File: config.mk
export PLATFORM = sky130hd
export DESIGN_NAME = utf8_decoder_line_column
export DESIGN_NICKNAME = d
export VERILOG_FILES = /design/src/hw/rtl/u8dlc_pkg.sv /design/src/hw/rtl/u8dlc_core.sv /design/src/hw/rtl/utf8_decoder_line_column.sv
export SDC_FILE = /design/constraint.sdc
export NUM_CORES = 1
export LEC_CHECK = 0
export ABC_AREA = 1
export BUFFER_PORTS_ARGS = -buffer_cell sky130_fd_sc_hd__buf_4
export CAP_MARGIN = 20
export CELL_PAD_IN_SITES_DETAIL_PLACEMENT = 0
export CELL_PAD_IN_SITES_GLOBAL_PLACEMENT = 1
export CORE_MARGIN = 8
export CORE_UTILIZATION = 35
export CTS_CLUSTER_SIZE = 25
export DETAILED_ROUTE_END_ITERATION = 8
export PLACE_DENSITY = 0.73
export SLEW_MARGIN = 20
export SYNTH_ARGS = -nofsm -noshare
export SYNTH_HDL_FRONTEND = slang
export SYNTH_SLANG_ARGS = --single-unit
File: constraint.sdc
create_clock -name clk_i -period 9.6 [get_ports clk_i]
set_input_delay 0.48 -clock clk_i [delete_from_list [all_inputs] [get_ports clk_i]]
set_output_delay 0.48 -clock clk_i [all_outputs]
set_load 0.01 [all_outputs]
File: src/hw/rtl/u8dlc_pkg.sv
// ----------------------------------------------------------------------------
// u8dlc_pkg
// Shared constants and types of the UTF-8 decoder with line and column
// tracking: lead byte patterns, field widths and the result record.
// ----------------------------------------------------------------------------
package u8dlc_pkg;

  // Default widths of the internal counters.
  localparam int unsigned OffsetBitsDefault = 32;
  localparam int unsigned LineBitsDefault   = 16;
  localparam int unsigned ColumnBitsDefault = 16;

  // Fixed widths of the result fields.
  localparam int unsigned CodeBits      = 21;
  localparam int unsigned OffsetOutBits = 32;
  localparam int unsigned LineOutBits   = 16;
  localparam int unsigned ColumnOutBits = 16;

  // Each continuation byte adds six payload bits.
  localparam int unsigned ContBits = 6;
  // Widest open character: three lead bits plus two continuation groups.
  localparam int unsigned PartialBits = CodeBits - ContBits;

  // Lead byte classification.
  localparam logic [7:0] AsciiLimit = 8'h80;
  localparam logic [7:0] Lead2Mask  = 8'hE0;
  localparam logic [7:0] Lead2Pat   = 8'hC0;
  localparam logic [7:0] Lead3Mask  = 8'hF0;
  localparam logic [7:0] Lead3Pat   = 8'hE0;
  localparam logic [7:0] Lead4Mask  = 8'hF8;
  localparam logic [7:0] Lead4Pat   = 8'hF0;
  localparam logic [7:0] Lead2Data  = 8'h1F;
  localparam logic [7:0] Lead3Data  = 8'h0F;
  localparam logic [7:0] Lead4Data  = 8'h07;
  localparam logic [7:0] ContData   = 8'h3F;

  // Code point of a newline.
  localparam logic [CodeBits-1:0] NewlineCode = CodeBits'(8'h0A);

  // One decoded character.
  typedef struct packed {
    logic [CodeBits-1:0]      char_code;
    logic [OffsetOutBits-1:0] start_offset;
    logic [LineOutBits-1:0]   line_number;
    logic [ColumnOutBits-1:0] column_number;
    logic                     bad_lead;
    logic                     cut_short;
  } u8dlc_result_t;

endpackage

File: src/hw/rtl/u8dlc_core.sv
// ----------------------------------------------------------------------------
// u8dlc_core
// Decoder state and the per-byte step: lead classification, continuation
// merge, cut-short fill, byte offset and line/column counters.
// ----------------------------------------------------------------------------
module u8dlc_core
  import u8dlc_pkg::*;
#(
  parameter int unsigned OFFSET_BITS = OffsetBitsDefault,
  parameter int unsigned LINE_BITS   = LineBitsDefault,
  parameter int unsigned COLUMN_BITS = ColumnBitsDefault
) (
  input  logic          clk_i,
  input  logic          rst_ni,
  input  logic          step_i,
  input  logic [7:0]    data_byte_i,
  input  logic          end_of_input_i,
  output logic          emit_o,
  output u8dlc_result_t result_o
);

  logic [PartialBits-1:0] partial_q, partial_d;
  logic [1:0]             bytes_left_q, bytes_left_d;
  logic [OFFSET_BITS-1:0] lead_offset_q, lead_offset_d;
  logic [OFFSET_BITS-1:0] byte_count_q, byte_count_d;
  logic [LINE_BITS-1:0]   line_q, line_d;
  logic [COLUMN_BITS-1:0] column_q, column_d;

  logic [CodeBits-1:0]    code;
  logic [CodeBits-1:0]    code_fin;
  logic [1:0]             need;
  logic                   bad;
  logic                   hold;
  logic                   newline;
  logic [OFFSET_BITS-1:0] offset;
  logic [LINE_BITS-1:0]   line_new;
  logic [COLUMN_BITS-1:0] column_new;

  logic [OFFSET_BITS+OffsetOutBits-1:0] offset_ext;
  logic [LINE_BITS+LineOutBits-1:0]     line_ext;
  logic [COLUMN_BITS+ColumnOutBits-1:0] column_ext;

  // Decode the byte against the open character, if any.
  always_comb begin
    code   = '0;
    need   = 2'd0;
    bad    = 1'b0;
    offset = byte_count_q;
    if (bytes_left_q == 2'd0) begin
      if (data_byte_i < AsciiLimit) begin
        code = CodeBits'(data_byte_i);
      end else if ((data_byte_i & Lead2Mask) == Lead2Pat) begin
        code = CodeBits'(data_byte_i & Lead2Data);
        need = 2'd1;
      end else if ((data_byte_i & Lead3Mask) == Lead3Pat) begin
        code = CodeBits'(data_byte_i & Lead3Data);
        need = 2'd2;
      end else if ((data_byte_i & Lead4Mask) == Lead4Pat) begin
        code = CodeBits'(data_byte_i & Lead4Data);
        need = 2'd3;
      end else begin
        bad = 1'b1;
      end
    end else begin
      offset = lead_offset_q;
      code   = {partial_q, data_byte_i[ContBits-1:0]};
      need   = bytes_left_q - 2'd1;
    end
  end

  // Fill missing continuation groups with zeros when the text ends early.
  always_comb begin
    case (need)
      2'd1:    code_fin = {code[CodeBits-ContBits-1:0], {ContBits{1'b0}}};
      2'd2:    code_fin = {code[CodeBits-2*ContBits-1:0], {(2*ContBits){1'b0}}};
      2'd3:    code_fin = {code[CodeBits-3*ContBits-1:0], {(3*ContBits){1'b0}}};
      default: code_fin = code;
    endcase
  end

  assign hold    = (need != 2'd0) && !end_of_input_i;
  assign emit_o  = !hold;
  assign newline = (code_fin == NewlineCode);

  // Line and column after this character, both saturating.
  always_comb begin
    line_new   = line_q;
    column_new = column_q;
    if (newline) begin
      column_new = '0;
      if (line_q != '1) begin
        line_new = line_q + LINE_BITS'(1);
      end
    end else if (column_q != '1) begin
      column_new = column_q + COLUMN_BITS'(1);
    end
  end

  // Next state.
  always_comb begin
    partial_d     = partial_q;
    bytes_left_d  = bytes_left_q;
    lead_offset_d = lead_offset_q;
    byte_count_d  = byte_count_q;
    line_d        = line_q;
    column_d      = column_q;
    if (step_i) begin
      byte_count_d = byte_count_q + OFFSET_BITS'(1);
      if (hold) begin
        partial_d     = code[PartialBits-1:0];
        bytes_left_d  = need;
        lead_offset_d = offset;
      end else begin
        partial_d    = '0;
        bytes_left_d = 2'd0;
        line_d       = line_new;
        column_d     = column_new;
      end
      // The last byte of a text puts everything back to the start.
      if (end_of_input_i) begin
        partial_d     = '0;
        bytes_left_d  = 2'd0;
        lead_offset_d = '0;
        byte_count_d  = '0;
        line_d        = LINE_BITS'(1);
        column_d      = '0;
      end
    end
  end

  always_ff @(posedge clk_i or negedge rst_ni) begin
    if (!rst_ni) begin
      partial_q     <= '0;
      bytes_left_q  <= 2'd0;
      lead_offset_q <= '0;
      byte_count_q  <= '0;
      line_q        <= LINE_BITS'(1);
      column_q      <= '0;
    end else begin
      partial_q     <= partial_d;
      bytes_left_q  <= bytes_left_d;
      lead_offset_q <= lead_offset_d;
      byte_count_q  <= byte_count_d;
      line_q        <= line_d;
      column_q      <= column_d;
    end
  end

  // Result fields, fitted to their fixed widths.
  assign offset_ext = {{OffsetOutBits{1'b0}}, offset};
  assign line_ext   = {{LineOutBits{1'b0}}, line_new};
  assign column_ext = {{ColumnOutBits{1'b0}}, column_new};

  assign result_o.char_code     = code_fin;
  assign result_o.start_offset  = offset_ext[OffsetOutBits-1:0];
  assign result_o.line_number   = line_ext[LineOutBits-1:0];
  assign result_o.column_number = column_ext[ColumnOutBits-1:0];
  assign result_o.bad_lead      = bad;
  assign result_o.cut_short     = (need != 2'd0);

  // A text end leaves the decoder at the start of a fresh text.
  a_eoi_restart: assert property (@(posedge clk_i) disable iff (!rst_ni)
    step_i && end_of_input_i |=>
      byte_count_q == '0 && bytes_left_q == 2'd0 && line_q == LINE_BITS'(1))
    else $error("decoder state not restarted after end of input");

  // A step that finishes no character leaves a character open.
  a_hold_open: assert property (@(posedge clk_i) disable iff (!rst_ni)
    step_i && !emit_o |=> bytes_left_q != 2'd0)
    else $error("held character without pending continuation bytes");

  // A newline clears the column.
  a_newline_col: assert property (@(posedge clk_i) disable iff (!rst_ni)
    step_i && emit_o && newline && !end_of_input_i |=> column_q == '0)
    else $error("column not cleared after newline");

  // Lines are counted from one and never wrap to zero.
  a_line_nonzero: assert property (@(posedge clk_i) disable iff (!rst_ni)
    line_q != '0)
    else $error("line counter reached zero");

endmodule

File: src/hw/rtl/utf8_decoder_line_column.sv
// ----------------------------------------------------------------------------
// utf8_decoder_line_column
// Lenient UTF-8 decoder that tags each character with its byte offset,
// line and column.
// ----------------------------------------------------------------------------
// Usage:
//   Input channel (in_valid_i / in_stall_o) carries one byte per transaction
//   with an end_of_input_i flag on the last byte of a text. Output channel
//   (out_valid_o / out_stall_i) carries one decoded character per
//   transaction. A transaction completes at a clock edge where valid is high
//   and stall is low.
//   The block takes one byte per cycle while in_stall_o is low. A byte is
//   held in an input register, passes the decode step, and the character it
//   finishes is loaded into the result register, from which it is presented
//   on the output until it is taken.
//   Continuation bytes that do not finish a character produce no output.
//   A byte with end_of_input_i set finishes any open character (zero-filled,
//   cut_short set) and restarts offset, line and column for the next text.
//   Reset clears both valid flags and starts at offset 0, line 1, column 0.
//   While the receiver stalls, the result register holds; the input register
//   still absorbs one more byte and keeps moving bytes that finish nothing.
// ----------------------------------------------------------------------------
module utf8_decoder_line_column
  import u8dlc_pkg::*;
#(
  parameter int unsigned OFFSET_BITS = OffsetBitsDefault,
  parameter int unsigned LINE_BITS   = LineBitsDefault,
  parameter int unsigned COLUMN_BITS = ColumnBitsDefault
) (
  input  logic                     clk_i,
  input  logic                     rst_ni,
  input  logic                     in_valid_i,
  output logic                     in_stall_o,
  input  logic [7:0]               data_byte_i,
  input  logic                     end_of_input_i,
  output logic                     out_valid_o,
  input  logic                     out_stall_i,
  output logic [CodeBits-1:0]      char_code_o,
  output logic [OffsetOutBits-1:0] start_offset_o,
  output logic [LineOutBits-1:0]   line_number_o,
  output logic [ColumnOutBits-1:0] column_number_o,
  output logic                     bad_lead_o,
  output logic                     cut_short_o
);

  logic          in_valid_q, in_valid_d;
  logic [7:0]    byte_q;
  logic          eoi_q;
  logic          out_valid_q, out_valid_d;
  u8dlc_result_t result_q;
  u8dlc_result_t step_result;
  logic          step_emit;
  logic          step;
  logic          out_free;
  logic          in_take;

  // Handshake: the held byte moves on unless its result finds no room.
  assign out_free   = !out_valid_q || !out_stall_i;
  assign step       = in_valid_q && (!step_emit || out_free);
  assign in_stall_o = in_valid_q && !step;
  assign in_take    = in_valid_i && !in_stall_o;

  always_comb begin
    in_valid_d = in_valid_q;
    if (in_take) begin
      in_valid_d = 1'b1;
    end else if (step) begin
      in_valid_d = 1'b0;
    end
    out_valid_d = out_valid_q;
    if (out_free) begin
      out_valid_d = step && step_emit;
    end
  end

  // Control registers.
  always_ff @(posedge clk_i or negedge rst_ni) begin
    if (!rst_ni) begin
      in_valid_q  <= 1'b0;
      out_valid_q <= 1'b0;
    end else begin
      in_valid_q  <= in_valid_d;
      out_valid_q <= out_valid_d;
    end
  end

  // Input byte register.
  always_ff @(posedge clk_i) begin
    if (in_take) begin
      byte_q <= data_byte_i;
      eoi_q  <= end_of_input_i;
    end
  end

  // Decode step and its state.
  u8dlc_core #(
    .OFFSET_BITS(OFFSET_BITS),
    .LINE_BITS  (LINE_BITS),
    .COLUMN_BITS(COLUMN_BITS)
  ) u_core (
    .clk_i         (clk_i),
    .rst_ni        (rst_ni),
    .step_i        (step),
    .data_byte_i   (byte_q),
    .end_of_input_i(eoi_q),
    .emit_o        (step_emit),
    .result_o      (step_result)
  );

  // Result register.
  always_ff @(posedge clk_i) begin
    if (step && step_emit) begin
      result_q <= step_result;
    end
  end

  assign out_valid_o     = out_valid_q;
  assign char_code_o     = result_q.char_code;
  assign start_offset_o  = result_q.start_offset;
  assign line_number_o   = result_q.line_number;
  assign column_number_o = result_q.column_number;
  assign bad_lead_o      = result_q.bad_lead;
  assign cut_short_o     = result_q.cut_short;

endmodule

== Word level (Yosys, flattened, before mapping) ==
Index checks and enable logic that the tools add are counted.
Storage, ports and cells
  register bits after elaboration: 211
  input port bits: 13
Cells by class
  multiplexer cells: 30
  equality and inequality tests: 10
  reductions and logical operators: 20
  bitwise logic cells: 1
  add/subtract/negate cells: 4
  magnitude comparators: 1
Operators by type and width (count)
  2-to-1 mux 16 bit: 8
  2-to-1 mux 32 bit: 4
  2-to-1 mux 21 bit: 4
  case mux 21 bit (3 select lines): 1
  adder 16 x 1 -> 16 bit, second input constant: 2
  adder 32 x 1 -> 32 bit, second input constant: 1
  inequality test 16 bit, second input constant: 2
  2-to-1 mux 15 bit: 2
  equality test 21 x 4 -> 1 bit, second input constant: 1
  2-to-1 mux 2 bit: 7
  < comparator 8 bit, second input constant: 1
  logical NOT 1 bit: 6
  nonzero test 2 bit: 3
  equality test 5 bit, second input constant: 1
  logical AND 1 bit: 5
  equality test 2 bit, second input constant: 2
  equality test 4 bit, second input constant: 1
  AND reduction 2 bit: 2
  OR reduction 4 bit: 1
  equality test 3 bit, second input constant: 1
  2-to-1 mux 1 bit: 3
  2-to-1 mux 3 bit: 1
  equality test 2 x 1 -> 1 bit, second input constant: 1
  logical NOT 2 bit: 1
  4 further kinds: 5

== Depth between registers and ports, before layout ==
Gate-level depths: netlist of the first run.
  word-level depth: 15
  depth in mapped cells: 18
  gate-level depth less buffers: 18

== Modules after synthesis ==
A second synthesis of the first run with hierarchy kept.
Unflattened totals
  cell total of the unflattened synthesis: 1080
  area total of the unflattened synthesis: 9970.8 µm²
Modules (own cells, without submodules)
  u8dlc_core: times used 1, cells an instance 971, area an instance 6977.9 µm²
  utf8_decoder_line_column: times used 1, cells an instance 109, area an instance 2992.9 µm²

== Worst setup path before layout of the first run ==
Ideal clock, no wire load.
  path kind: reg2reg
  start point: reg byte_q[5]
  end point: reg result_q, in the netlist bad_lead_o (enable)
  path slack: 6.547 ns
  path buffers: 1
  data required time: 9.191 ns
  data arrival time: 2.644 ns
  stages on the path, launching flop included: 15
  cells stage by stage: edfxtp_1 -> inv_1 -> nand3_1 -> nand2_1 -> nor2_1 -> nor2_2 -> nor2_4 -> inv_4 -> nand2_2 -> nand2_2 -> nand2_2 -> inv_2 -> nand2_2 -> inv_2 -> buf_2
RTL lines
  start: declaration: line utf8_decoder_line_column.sv:47  | logic [7:0] byte_q;
  start signal: assignment: line utf8_decoder_line_column.sv:90  | byte_q <= data_byte_i;
  end signal: assignment: line utf8_decoder_line_column.sv:113  | result_q <= step_result;
  end: declaration: line utf8_decoder_line_column.sv:50  | u8dlc_result_t result_q;

==> metrics, run 1 <==
global-route wire length before repair=42190 µm; Design Area, Final=12240 µm²; Skew-Pair Late Insertion Delay=0.53 ns; Post-CTS Setup Repair Bufs=0; Setup Total Neg Slack=0 ns; starting density of the core=35.69%; Mapped Avg Cell Area=9.098 µm²; routability congestion estimate=0.8615; post-DP HPWL=17400 µm; fraction of the yosys area taken by sequential cells=56.10%; sum of routed wire length over all layers=25170 µm; final total power=2.874 mW; sort of element at the start of the critical path=flip-flop; global-route total usage across every layer=14.34%; floorplan row count=62; hold worst-path end=byte_q[1]; relative slew slack=37.04%; Fmax achieved=184.6 MHz; area inside the core boundary=28780 µm²; WS Path Type=flip-flop to flip-flop; R2R depth=13; final cycle utilization of the critical path=56.42%; slowest stage cell on the critical path=buf_4; cell area after synthesis=10270 µm²; overflow left after global routing=0; Detail Route Antenna Nets=0; via count of the routed design=7901; pwr dens=234.9 nW/µm²; final number of max-transition violations=0; die extent in x=187.3 µm; number of global-route vias before repair=8014; Synth Instances=1129; library cell with the largest summed area after synthesis=edfxtp_1; Yosys warning total=0; worst-case setup slack after placement=4.105 ns; signed area change from the synthesized netlist to the final layout=19.15%; sum of buffers and inverters on the critical path=5; proportion of layout cells with a drive suffix above 1=14.63%; Final setup violation count=0; CP required=9.76 ns; final hold viol count=0; Netlist cell types=42; net total in the final layout=1240; crit end category=flip-flop; maximum level of the CTS H-tree=1; Diodes inserted=0; biggest cell delay along the critical path=0.69 ns; number of I/O pins=102; CTS tree=done; Die ar.=35080 µm²; critical path fanouts, max=79; Fillers=2858; placed cell areas=11370 µm²; crit path cell chain=nor2_4 -> buf_4 -> o211ai_1 -> nand2_2 -> nor2_4 -> inv_4 -> nand2_2 -> nand2_2 -> nand2_2 -> inv_2 -> nand2_2 -> inv_4 -> buf_4; Arr. time, crit path=5.58 ns; worst supply voltage drop on vdd=117.2 µV; Worst R2R Setup Slack=4.18 ns; TritonCTS buffer count=26; Sinks on Clock Net=211; Buffers on Ports=101; pin count of the biggest net entering global routing=80; TritonRoute pass-1 iters=5; Via density=4.853; CP most frequent cell=nand2_2; number of synthesized register bits=211; total nets after synthesis=1145; gate family responsible for the most delay along the worst path=buffers and inverters; number of antenna violations at the first check in global routing=0; portion of synthesized cell area occupied by the leading cell type=28.07%; clock-pin transition on the worst setup and hold timing paths=0.06 ns; reg2reg start=u_core.bytes_left_q[0]; leakage=5.407 nW; die outline height=187.3 µm; worst slew pin tran=0.9423 ns; Setup WS post-layout=4.183 ns; worst min-delay path class=primary input to flip-flop; post-DR wirelength/cell=15.46 µm; multi-input gate area in the final layout=3645 µm²; maximum buffer depth of the clock tree=3; clk root buf=clkbuf_16; time the worst path needs with I/O delays and setup=5.417 ns; violation count after the first detailed-routing iteration=581; result of the run=complete, no violations; cell depth of the worst hold path=1; reg2reg end=line_number_o[13]; register area=5762 µm²; unrepaired setup endpoints after global routing=false; min-delay src=data_byte_i[1]; largest cells by area after synthesis=edfxtp_1 28%, dfrtp_1 28%, nand2_1 9.6%; Max-cap violations=0; DRC=0; Layout Skew=0.01598 ns
-- cells by family (layout without fill, tap and decap cells) --
logic type | after synthesis | after routing | synth area share [%]
simple gates | 489 | 489 | 21.27
xor+xnor | 40 | 40 | 3.411
buf+inv | 224 | 339 | 8.527
mux | 1 | 1 | 0.1096
compound gates | 161 | 161 | 10.22
flops | 211 | 211 | 56.10
fa+ha+maj | 3 | 3 | 0.3655
-- layout make-up --
cell class	count	area share [%]
clock buffers	35	6.012
clock inverters	13	0.9610
inverters	185	5.715
multi-input cells	694	29.78
flip-flops and latches	211	47.08
well taps	384	3.926
repair buffers	106	6.523
-- metal layers --
layer / share of wire, % / global-route usage [%] / up-vias
met1: 47 / 19.37 / 3716
met2: 45 / 23.20 / 193
li1: - / - / 3950
met3: 5.7 / 2.852 / 42
met4: 2.4 / 3.665 / 0
met5: 0 / 0 / -
-- power breakdown --
| group | switching [mW] | internal, mW | leakage (nW) |
|---|---|---|---|
| combinational | 0.479 | 0.219 | 2.46 |
| sequential | 0.0764 | 1.14 | 2.54 |
| clock | 0.377 | 0.588 | 0.412 |
-- metrics by stage --
stage                     std cells  util (%)  hold slack (ns)
after CTS                      1628     42.52           0.1054
after global routing           1628     42.52           0.1121
after global placement         1579     39.52           0.5012
after detailed placement       1579     39.52           0.5071
final                          1628     42.52           0.1270
after floorplan                1129         -           0.1844
-- what timing repair did --
| item | CTS | global route |
|---|---|---|
| hold buffers | 1 | 0 |
| hold endpoints to repair | 10 | 0 |
| resized for setup | 0 | 0 |
-- layout by cell type, fill, tap and decap left out, types with 13 or more instances in the layout --
cell type,synthesis,routed
xor2_1,32,32
clkbuf_16,0,27
dfrtp_1,114,114
nand2_1,263,263
inv_1,178,178
nor2_1,67,67
nor3_1,36,36
nor4_1,14,14
buf_4,3,105
o21a_1,32,32
o21ai_0,29,29
edfxtp_1,96,96
nand3_1,62,62
o22ai_1,52,52
nand4_1,13,13
o31ai_1,18,18
-- cell usage after synthesis --
cell and instances:
buf_1 6, o21bai_1 4, nor2_1 67, nor3_1 36
o21ai_0 29, inv_1 178, nand3b_1 2, nor3_2 1
o22ai_1 52, dfstp_2 1, nor2_4 4, a21boi_0 1
nand3_2 12, a2bb2oi_1 1, edfxtp_1 96, o21ai_1 5
nor2_2 4, buf_2 11, o32ai_1 8, ha_1 3
o21a_1 32, dfrtp_1 114, nand2_1 263, buf_4 3
o31ai_1 18, inv_2 5, buf_6 1, a21oi_1 8
nand2_2 9, xor2_1 32, clkinv_1 1, xnor2_1 8
nor3b_1 2, o2111ai_1 1, mux2_2 1, o211ai_1 1
nor4_1 14, a31oi_1 1, nand3_1 62, nand4_1 13
clkbuf_1 18, inv_4 1
-- worst max path at each step --
stage	start	endpoint	slack, ns	cells past startpoint
floorplan	byte_q[5]	bad_lead_o	6.55	14
global placement	u_core.bytes_left_q[0]	bad_lead_o	4.20	13
detailed placement	u_core.bytes_left_q[0]	column_number_o[0]	4.10	13
CTS	u_core.bytes_left_q[0]	column_number_o[9]	4.11	13
global route	u_core.bytes_left_q[0]	line_number_o[13]	3.64	13
finish	u_core.bytes_left_q[0]	line_number_o[13]	4.18	13
-- flip-flops by register name, indices dropped and copies added (netlist names) --
signal and count:
u_core.line_q 16, bad_lead_o 1, u_core.column_q 16, eoi_q 1, line_number_o 16, start_offset_o 32, char_code_o 21, in_valid_q 1
cut_short_o 1, u_core.lead_offset_q 32, u_core.byte_count_q 32, u_core.bytes_left_q 2, out_valid_o 1, byte_q 8, u_core.partial_q 15, column_number_o 16
-- worst reg2reg max path, stage by stage (launching register included) --
cell and delay, ns:
dfrtp_1 0.56, nor2_4 0.16, buf_4 0.62, o211ai_1 0.28, nand2_2 0.22, nor2_4 0.09, inv_4 0.12, nand2_2 0.07
nand2_2 0.10, nand2_2 0.46, inv_2 0.63, nand2_2 0.45, inv_4 0.55, buf_4 0.69
(Power assumes the default switching activity.)
==> run 2: changes to the inputs <==
Settings changed: ABC_AREA 1 to 0, PLACE_DENSITY 0.73 to 0.72.
Clock period 9.6 ns to 5.4 ns, I/O delays scaled along.
==> run 2 against run 1 <==
  * Worst setup slack worse by 2.8 ns
  * Via count down 7.4%
  * Count of clock-buffer cells in the layout decreased by 5
  * Register-to-register slack worse by 2.8 ns
  * Sequential power is 57% higher
  * Wire length down 3.0%
  * Global-route usage rose by 0.13 points
  * Cell count is 14% lower
  * Die area fell by 5.1%
  * Worst hold slack improved by 0.0098 ns
  * Area after synthesis down 5.5%
  * Clock power grew 75%
  * Critical path type unchanged
==> metrics, run 2 <==
unrepaired setup endpoints after global routing=false; CP required=5.65 ns; signed area change from the synthesized netlist to the final layout=20.94%; Arr. time, crit path=4.27 ns; Top Usage Layer GRT=met2; crit end category=flip-flop; number of synthesized register bits=211; minimum hold slack=0.1368 ns; pin count of the biggest net entering global routing=68; final hold viol count=0; top-count cell post-synth=nand2_1; Max-cap violations=0; Yosys warning total=0; utilization of the core after routing=42.59%; worst supply voltage drop on vdd=192.2 µV; total nets after synthesis=924; overflow left after global routing=0; number of I/O pins=102; most common cell after layout, fill and taps aside=nand2_1; result of the run=complete, no violations; WS Path Type=flip-flop to flip-flop; biggest cell delay along the critical path=0.68 ns; sum of routed wire length over all layers=24400 µm; number of placed instances, taps included=1338; post-DR wirelength/cell=17.52 µm; most instantiated cells after synthesis=151 x nand2_1, 114 x dfrtp_1, 96 x edfxtp_1, 66 x nor2_1, 64 x o21ai_0; most used flip-flop cell after synthesis=dfrtp_1; time the worst path needs with I/O delays and setup=4.019 ns; library cell with the largest summed area after synthesis=edfxtp_1; maximum level of the CTS H-tree=1; Mapped Avg Cell Area=10.69 µm²; proportion of layout cells with a drive suffix above 1=16.16%; clk root buf=clkbuf_16; met1 global-route usage=19.73%; worst-case setup slack after placement=1.418 ns; largest cells by area after synthesis=edfxtp_1 30%, dfrtp_1 29%, nand2_1 5.8%; sort of element at the start of the critical path=flip-flop; Skew-Pair Late Insertion Delay=0.51 ns; starting density of the core=35.22%; worst slew pin tran=0.9852 ns; Via density=5.251; global-route wire length before repair=39850 µm; TritonCTS buffer count=24; clock-pin transition on the worst setup and hold timing paths=0.06 ns; final cycle utilization of the critical path=74.42%; post-DP HPWL=15600 µm; fraction of the yosys area taken by sequential cells=59.38%; maximum buffer depth of the clock tree=3; critical path fanouts, max=19; crit path cell chain=inv_1 -> a41oi_1 -> inv_1 -> nor2_1 -> a41oi_1 -> or3_1 -> or4_4 -> mux2_4; Detail Route Antenna Nets=0; worst min-delay path class=primary input to flip-flop; global-route total usage across every layer=14.47%; area inside the core boundary=27550 µm²; DRC=0; Global Route met2 Usage=23.27%; final number of max-transition violations=0; relative slew slack=34.07%; Layout Skew=0.01290 ns; slowest stage cell on the critical path=dfrtp_1; top library cells by usage in the layout, fill and taps aside=150 x nand2_1, 114 x dfrtp_1, 113 x buf_4, 96 x edfxtp_1, 66 x nor2_1; Diodes inserted=0; gate family responsible for the most delay along the worst path=simple AND/OR/NAND/NOR gates; Synth Instances=908; net total in the final layout=1013; Sinks on Clock Net=211; die extent in x=182.5 µm; Buffers on Ports=101; Die ar.=33310 µm²; Netlist cell types=66; sum of buffers and inverters on the critical path=2; die outline height=182.5 µm; violation count after the first detailed-routing iteration=743; Global Route met3 Usage=2.565%; count of flip-flops with a built-in enable after synthesis=96; portion of synthesized cell area occupied by the leading cell type=29.71%; number of global-route vias before repair=7305; routability congestion estimate=0.8535; TritonRoute pass-1 iters=5; cell area after synthesis=9703 µm²; leakage=4.854 nW; number of antenna violations at the first check in global routing=0; Fmax achieved=248.8 MHz; floorplan row count=61; Setup Total Neg Slack=0 ns; Post-CTS Setup Repair Bufs=0; number of standard cells in the final layout excluding fillers=1393; Final setup violation count=0; Setup WS post-layout=1.381 ns; pwr dens=347.6 nW/µm²; via count of the routed design=7314; Post-synth ARST share=54.50%; CTS tree=done
==> run 2: per-layer routing <==
layer	vias to the layer above	part of all wire [%]
met2	184	46
met4	0	2.3
met1	3577	47
li1	3516	-
met5	-	0
met3	37	4.5
==> run 2: final timing paths <==
kind / start / end / slack [ns] / cells after the start
hold reg to reg: u_core.lead_offset_q[13] / u_core.lead_offset_q[13] / 0.49 / 1
min in group asynchronous: rst_ni / u_core.column_q[13] / 0.41 / 2
max in group asynchronous: rst_ni / u_core.lead_offset_q[6] / 3.78 / 3
setup reg to reg: u_core.bytes_left_q[0] / line_number_o[15] / 1.38 / 8
setup / recovery: u_core.bytes_left_q[0] / line_number_o[15] / 1.38 / 8
hold / removal: out_stall_i / out_valid_o / 0.14 / 3
==> run 2: final cells by class <==
cell class / count / area (µm²)
timing repair buffer: 124 / 958.4
clock inverter: 14 / 173.9
fill: 2632 / 15820
clock buffer: 30 / 644.4
multi-input combinational: 615 / 3642
sequential: 211 / 5762
tap: 378 / 473.0
inverter: 21 / 81.33
==> run 2: worst register-to-register path, cell delays in order, from the launching register on <==
cell and delay (ns):
dfrtp_1 0.68, inv_1 0.34, a41oi_1 0.55, inv_1 0.36, nor2_1 0.18, a41oi_1 0.10
or3_1 0.64, or4_4 0.62, mux2_4 0.31
==> run 2: report_power, final <==
group / internal, mW / total [mW] / switching, mW
registers: 1.82 / 1.90 / 0.0810
clock network: 1.04 / 1.69 / 0.652
logic: 0.176 / 0.492 / 0.316
==> run 2: stage by stage <==
| step | total power, mW | area (µm²) |
|---|---|---|
| finish | 4.080 | 11740 |
| global route | 4.259 | 11740 |
| CTS | 4.136 | 11740 |
| detailed placement | 2.425 | 10810 |
| global placement | 2.424 | 10810 |
| floorplan | 2.171 | 9703 |
==> run 2: cells by family after synthesis <==
kind of cell               count (synthesis)  synth area share (%)
AOI/OAI and AO/OA                        205                 15.15
xor gates and xnor gates                  35                 3.159
adders and majority gates                  3                0.3869
buffers and inverters                     82                 3.301
DFF                                      211                 59.38
muxes                                      7                0.7737
and+or+nand+nor                          365                 17.85
==> run 2: repair_timing <==
action / CTS / global route
resized for setup: 0 / 0
hold buffers: 11 / 0
hold endpoints to repair: 76 / 0
==> run 3: changes to the inputs <==
Clock period 5.4 ns to 4.1 ns, I/O delays scaled along.
==> run 3 against run 2 <==
  * Largest power group unchanged
  * Fmax up 15%
  * Global-route usage up 0.46 points
  * Critical path type unchanged
  * Register-to-register slack worse by 0.77 ns
  * Worst hold slack worse by 0.043 ns
  * Largest cell class unchanged
  * First-iteration DRC count down 29%
  * Critical path depth unchanged
==> metrics, run 3 (synthesis results as in run 2) <==
pwr dens=456.3 nW/µm²; leakage=4.925 nW; time the worst path needs with I/O delays and setup=3.492 ns; overflow left after global routing=0; Max-cap violations=0; Diodes inserted=0; post-DP HPWL=16200 µm; pin count of the biggest net entering global routing=55; Via density=5.254; number of placed instances, taps included=1348; Arr. time, crit path=3.76 ns; relative slew slack=33.35%; final hold viol count=0; final number of max-transition violations=0; floorplan row count=61; Buffers on Ports=101; clock-pin transition on the worst setup and hold timing paths=0.06 ns; CTS tree=done; WS Path Type=flip-flop to flip-flop; Worst R2R Setup Slack=0.61 ns; unrepaired setup endpoints after global routing=false; number of standard cells in the final layout excluding fillers=1403; Layout Skew=0.01241 ns; Detail Route Antenna Nets=0; sum of routed wire length over all layers=24660 µm; most common cell after layout, fill and taps aside=nand2_1; worst min-delay path class=primary input to flip-flop; maximum buffer depth of the clock tree=3; Final setup violation count=0; Sinks on Clock Net=211; Fillers=2596; die outline height=182.5 µm; met1 global-route usage=20.72%; final cycle utilization of the critical path=85.18%; Top Usage Layer GRT=met2; Fmax achieved=286.4 MHz; Setup Total Neg Slack=0 ns; Global Route met2 Usage=23.60%; Setup WS post-layout=0.6078 ns; crit end category=flip-flop; hold worst-path end=out_valid_o; global-route total usage across every layer=14.93%; number of global-route vias before repair=7388; minimum hold slack=0.09373 ns; cell depth of the worst hold path=3; result of the run=complete, no violations; worst slew pin tran=0.9960 ns; DRC=0; min-delay src=out_stall_i; area inside the core boundary=27550 µm²; Die ar.=33310 µm²; worst-case setup slack after placement=0.6287 ns; global-route wire length before repair=40860 µm; Skew-Pair Late Insertion Delay=0.52 ns; Post-CTS Setup Repair Bufs=0; TritonRoute pass-1 iters=5; maximum level of the CTS H-tree=1; starting density of the core=35.22%; via count of the routed design=7372; critical path fanouts, max=15; number of I/O pins=102; R2R depth=8; net total in the final layout=1023; reg2reg start=byte_q[5]; reg2reg end=line_number_o[15]; number of antenna violations at the first check in global routing=0; proportion of layout cells with a drive suffix above 1=17.07%; clk root buf=clkbuf_16; worst supply voltage drop on vdd=235.7 µV; signed area change from the synthesized netlist to the final layout=22.04%; Global Route met3 Usage=2.903%; violation count after the first detailed-routing iteration=526; routability congestion estimate=0.8603; TritonCTS buffer count=24; die extent in x=182.5 µm; sort of element at the start of the critical path=flip-flop; top library cells by usage in the layout, fill and taps aside=150 x nand2_1, 122 x buf_4, 114 x dfrtp_1, 96 x edfxtp_1, 66 x nor2_1; post-DR wirelength/cell=17.58 µm; CP required=4.37 ns
[run 3: cell count changes in the layout (fill, tap and decap cells not counted), moves of 2 or more]
cell,change
buf_4,+9
clkinv_1,+3
clkinv_2,-2
clkbuf_1,-4
clkinvlp_4,-2
clkbuf_8,+5
[run 3: power by group]
group | internal, mW | switching, mW
registers | 2.39 | 0.101
logic | 0.244 | 0.432
clock network | 1.38 | 0.850
total | 4.02 | 1.38
[run 3: cell type report]
type                            instances  area (µm²)  area share [%]
Clock inverter                         13       138.9           1.173
Inverter                               21       81.33          0.6868
Timing Repair Buffer                  134        1046           8.833
Tap cell                              378       473.0           3.994
Sequential cell                       211        5762           48.66
Multi-Input combinational cell        615        3642           30.76
Clock buffer                           31       698.2           5.896
[run 3: worst max-delay path by stage]
stage,start,end,slack (ns)
6_report,byte_q[5],line_number_o[15],0.61
5_1_grt,byte_q[7],line_number_o[15],0.52
4_1_cts,byte_q[5],line_number_o[15],0.64
3_5_place_dp,byte_q[7],line_number_o[15],0.63
3_3_place_gp,u_core.bytes_left_q[1],line_number_o[15],0.71
2_1_floorplan,byte_q[4],bad_lead_o,0.04
[run 3: repair_timing]
action	in CTS	in global routing
endpoints found under the hold margin	62	0
gates resized for setup	0	0
hold buffers	11	0
[run 3: through the flow]
step	util [%]	total power [mW]	cell area, µm²
floorplan	-	2.859	9703
global placement	39.54	3.210	10890
detailed placement	39.54	3.215	10890
CTS	42.98	5.481	11840
global route	42.98	5.657	11840
finish	42.98	5.403	11840
[run 3: per-layer routing]
| metal | share of wire [%] | vias up |
|---|---|---|
| li1 | - | 3540 |
| met1 | 47 | 3635 |
| met2 | 46 | 161 |
| met3 | 5.0 | 36 |
| met4 | 2.0 | 0 |
| met5 | 0 | - |
[run 3: worst max-delay path: stages (launching register included)]
cell and delay (ns):
edfxtp_1 0.62, nand3_1 0.17, a41oi_1 0.68, inv_1 0.21, nor2_1 0.15, a41oi_1 0.09
or3_1 0.47, or4_4 0.56, mux2_4 0.31
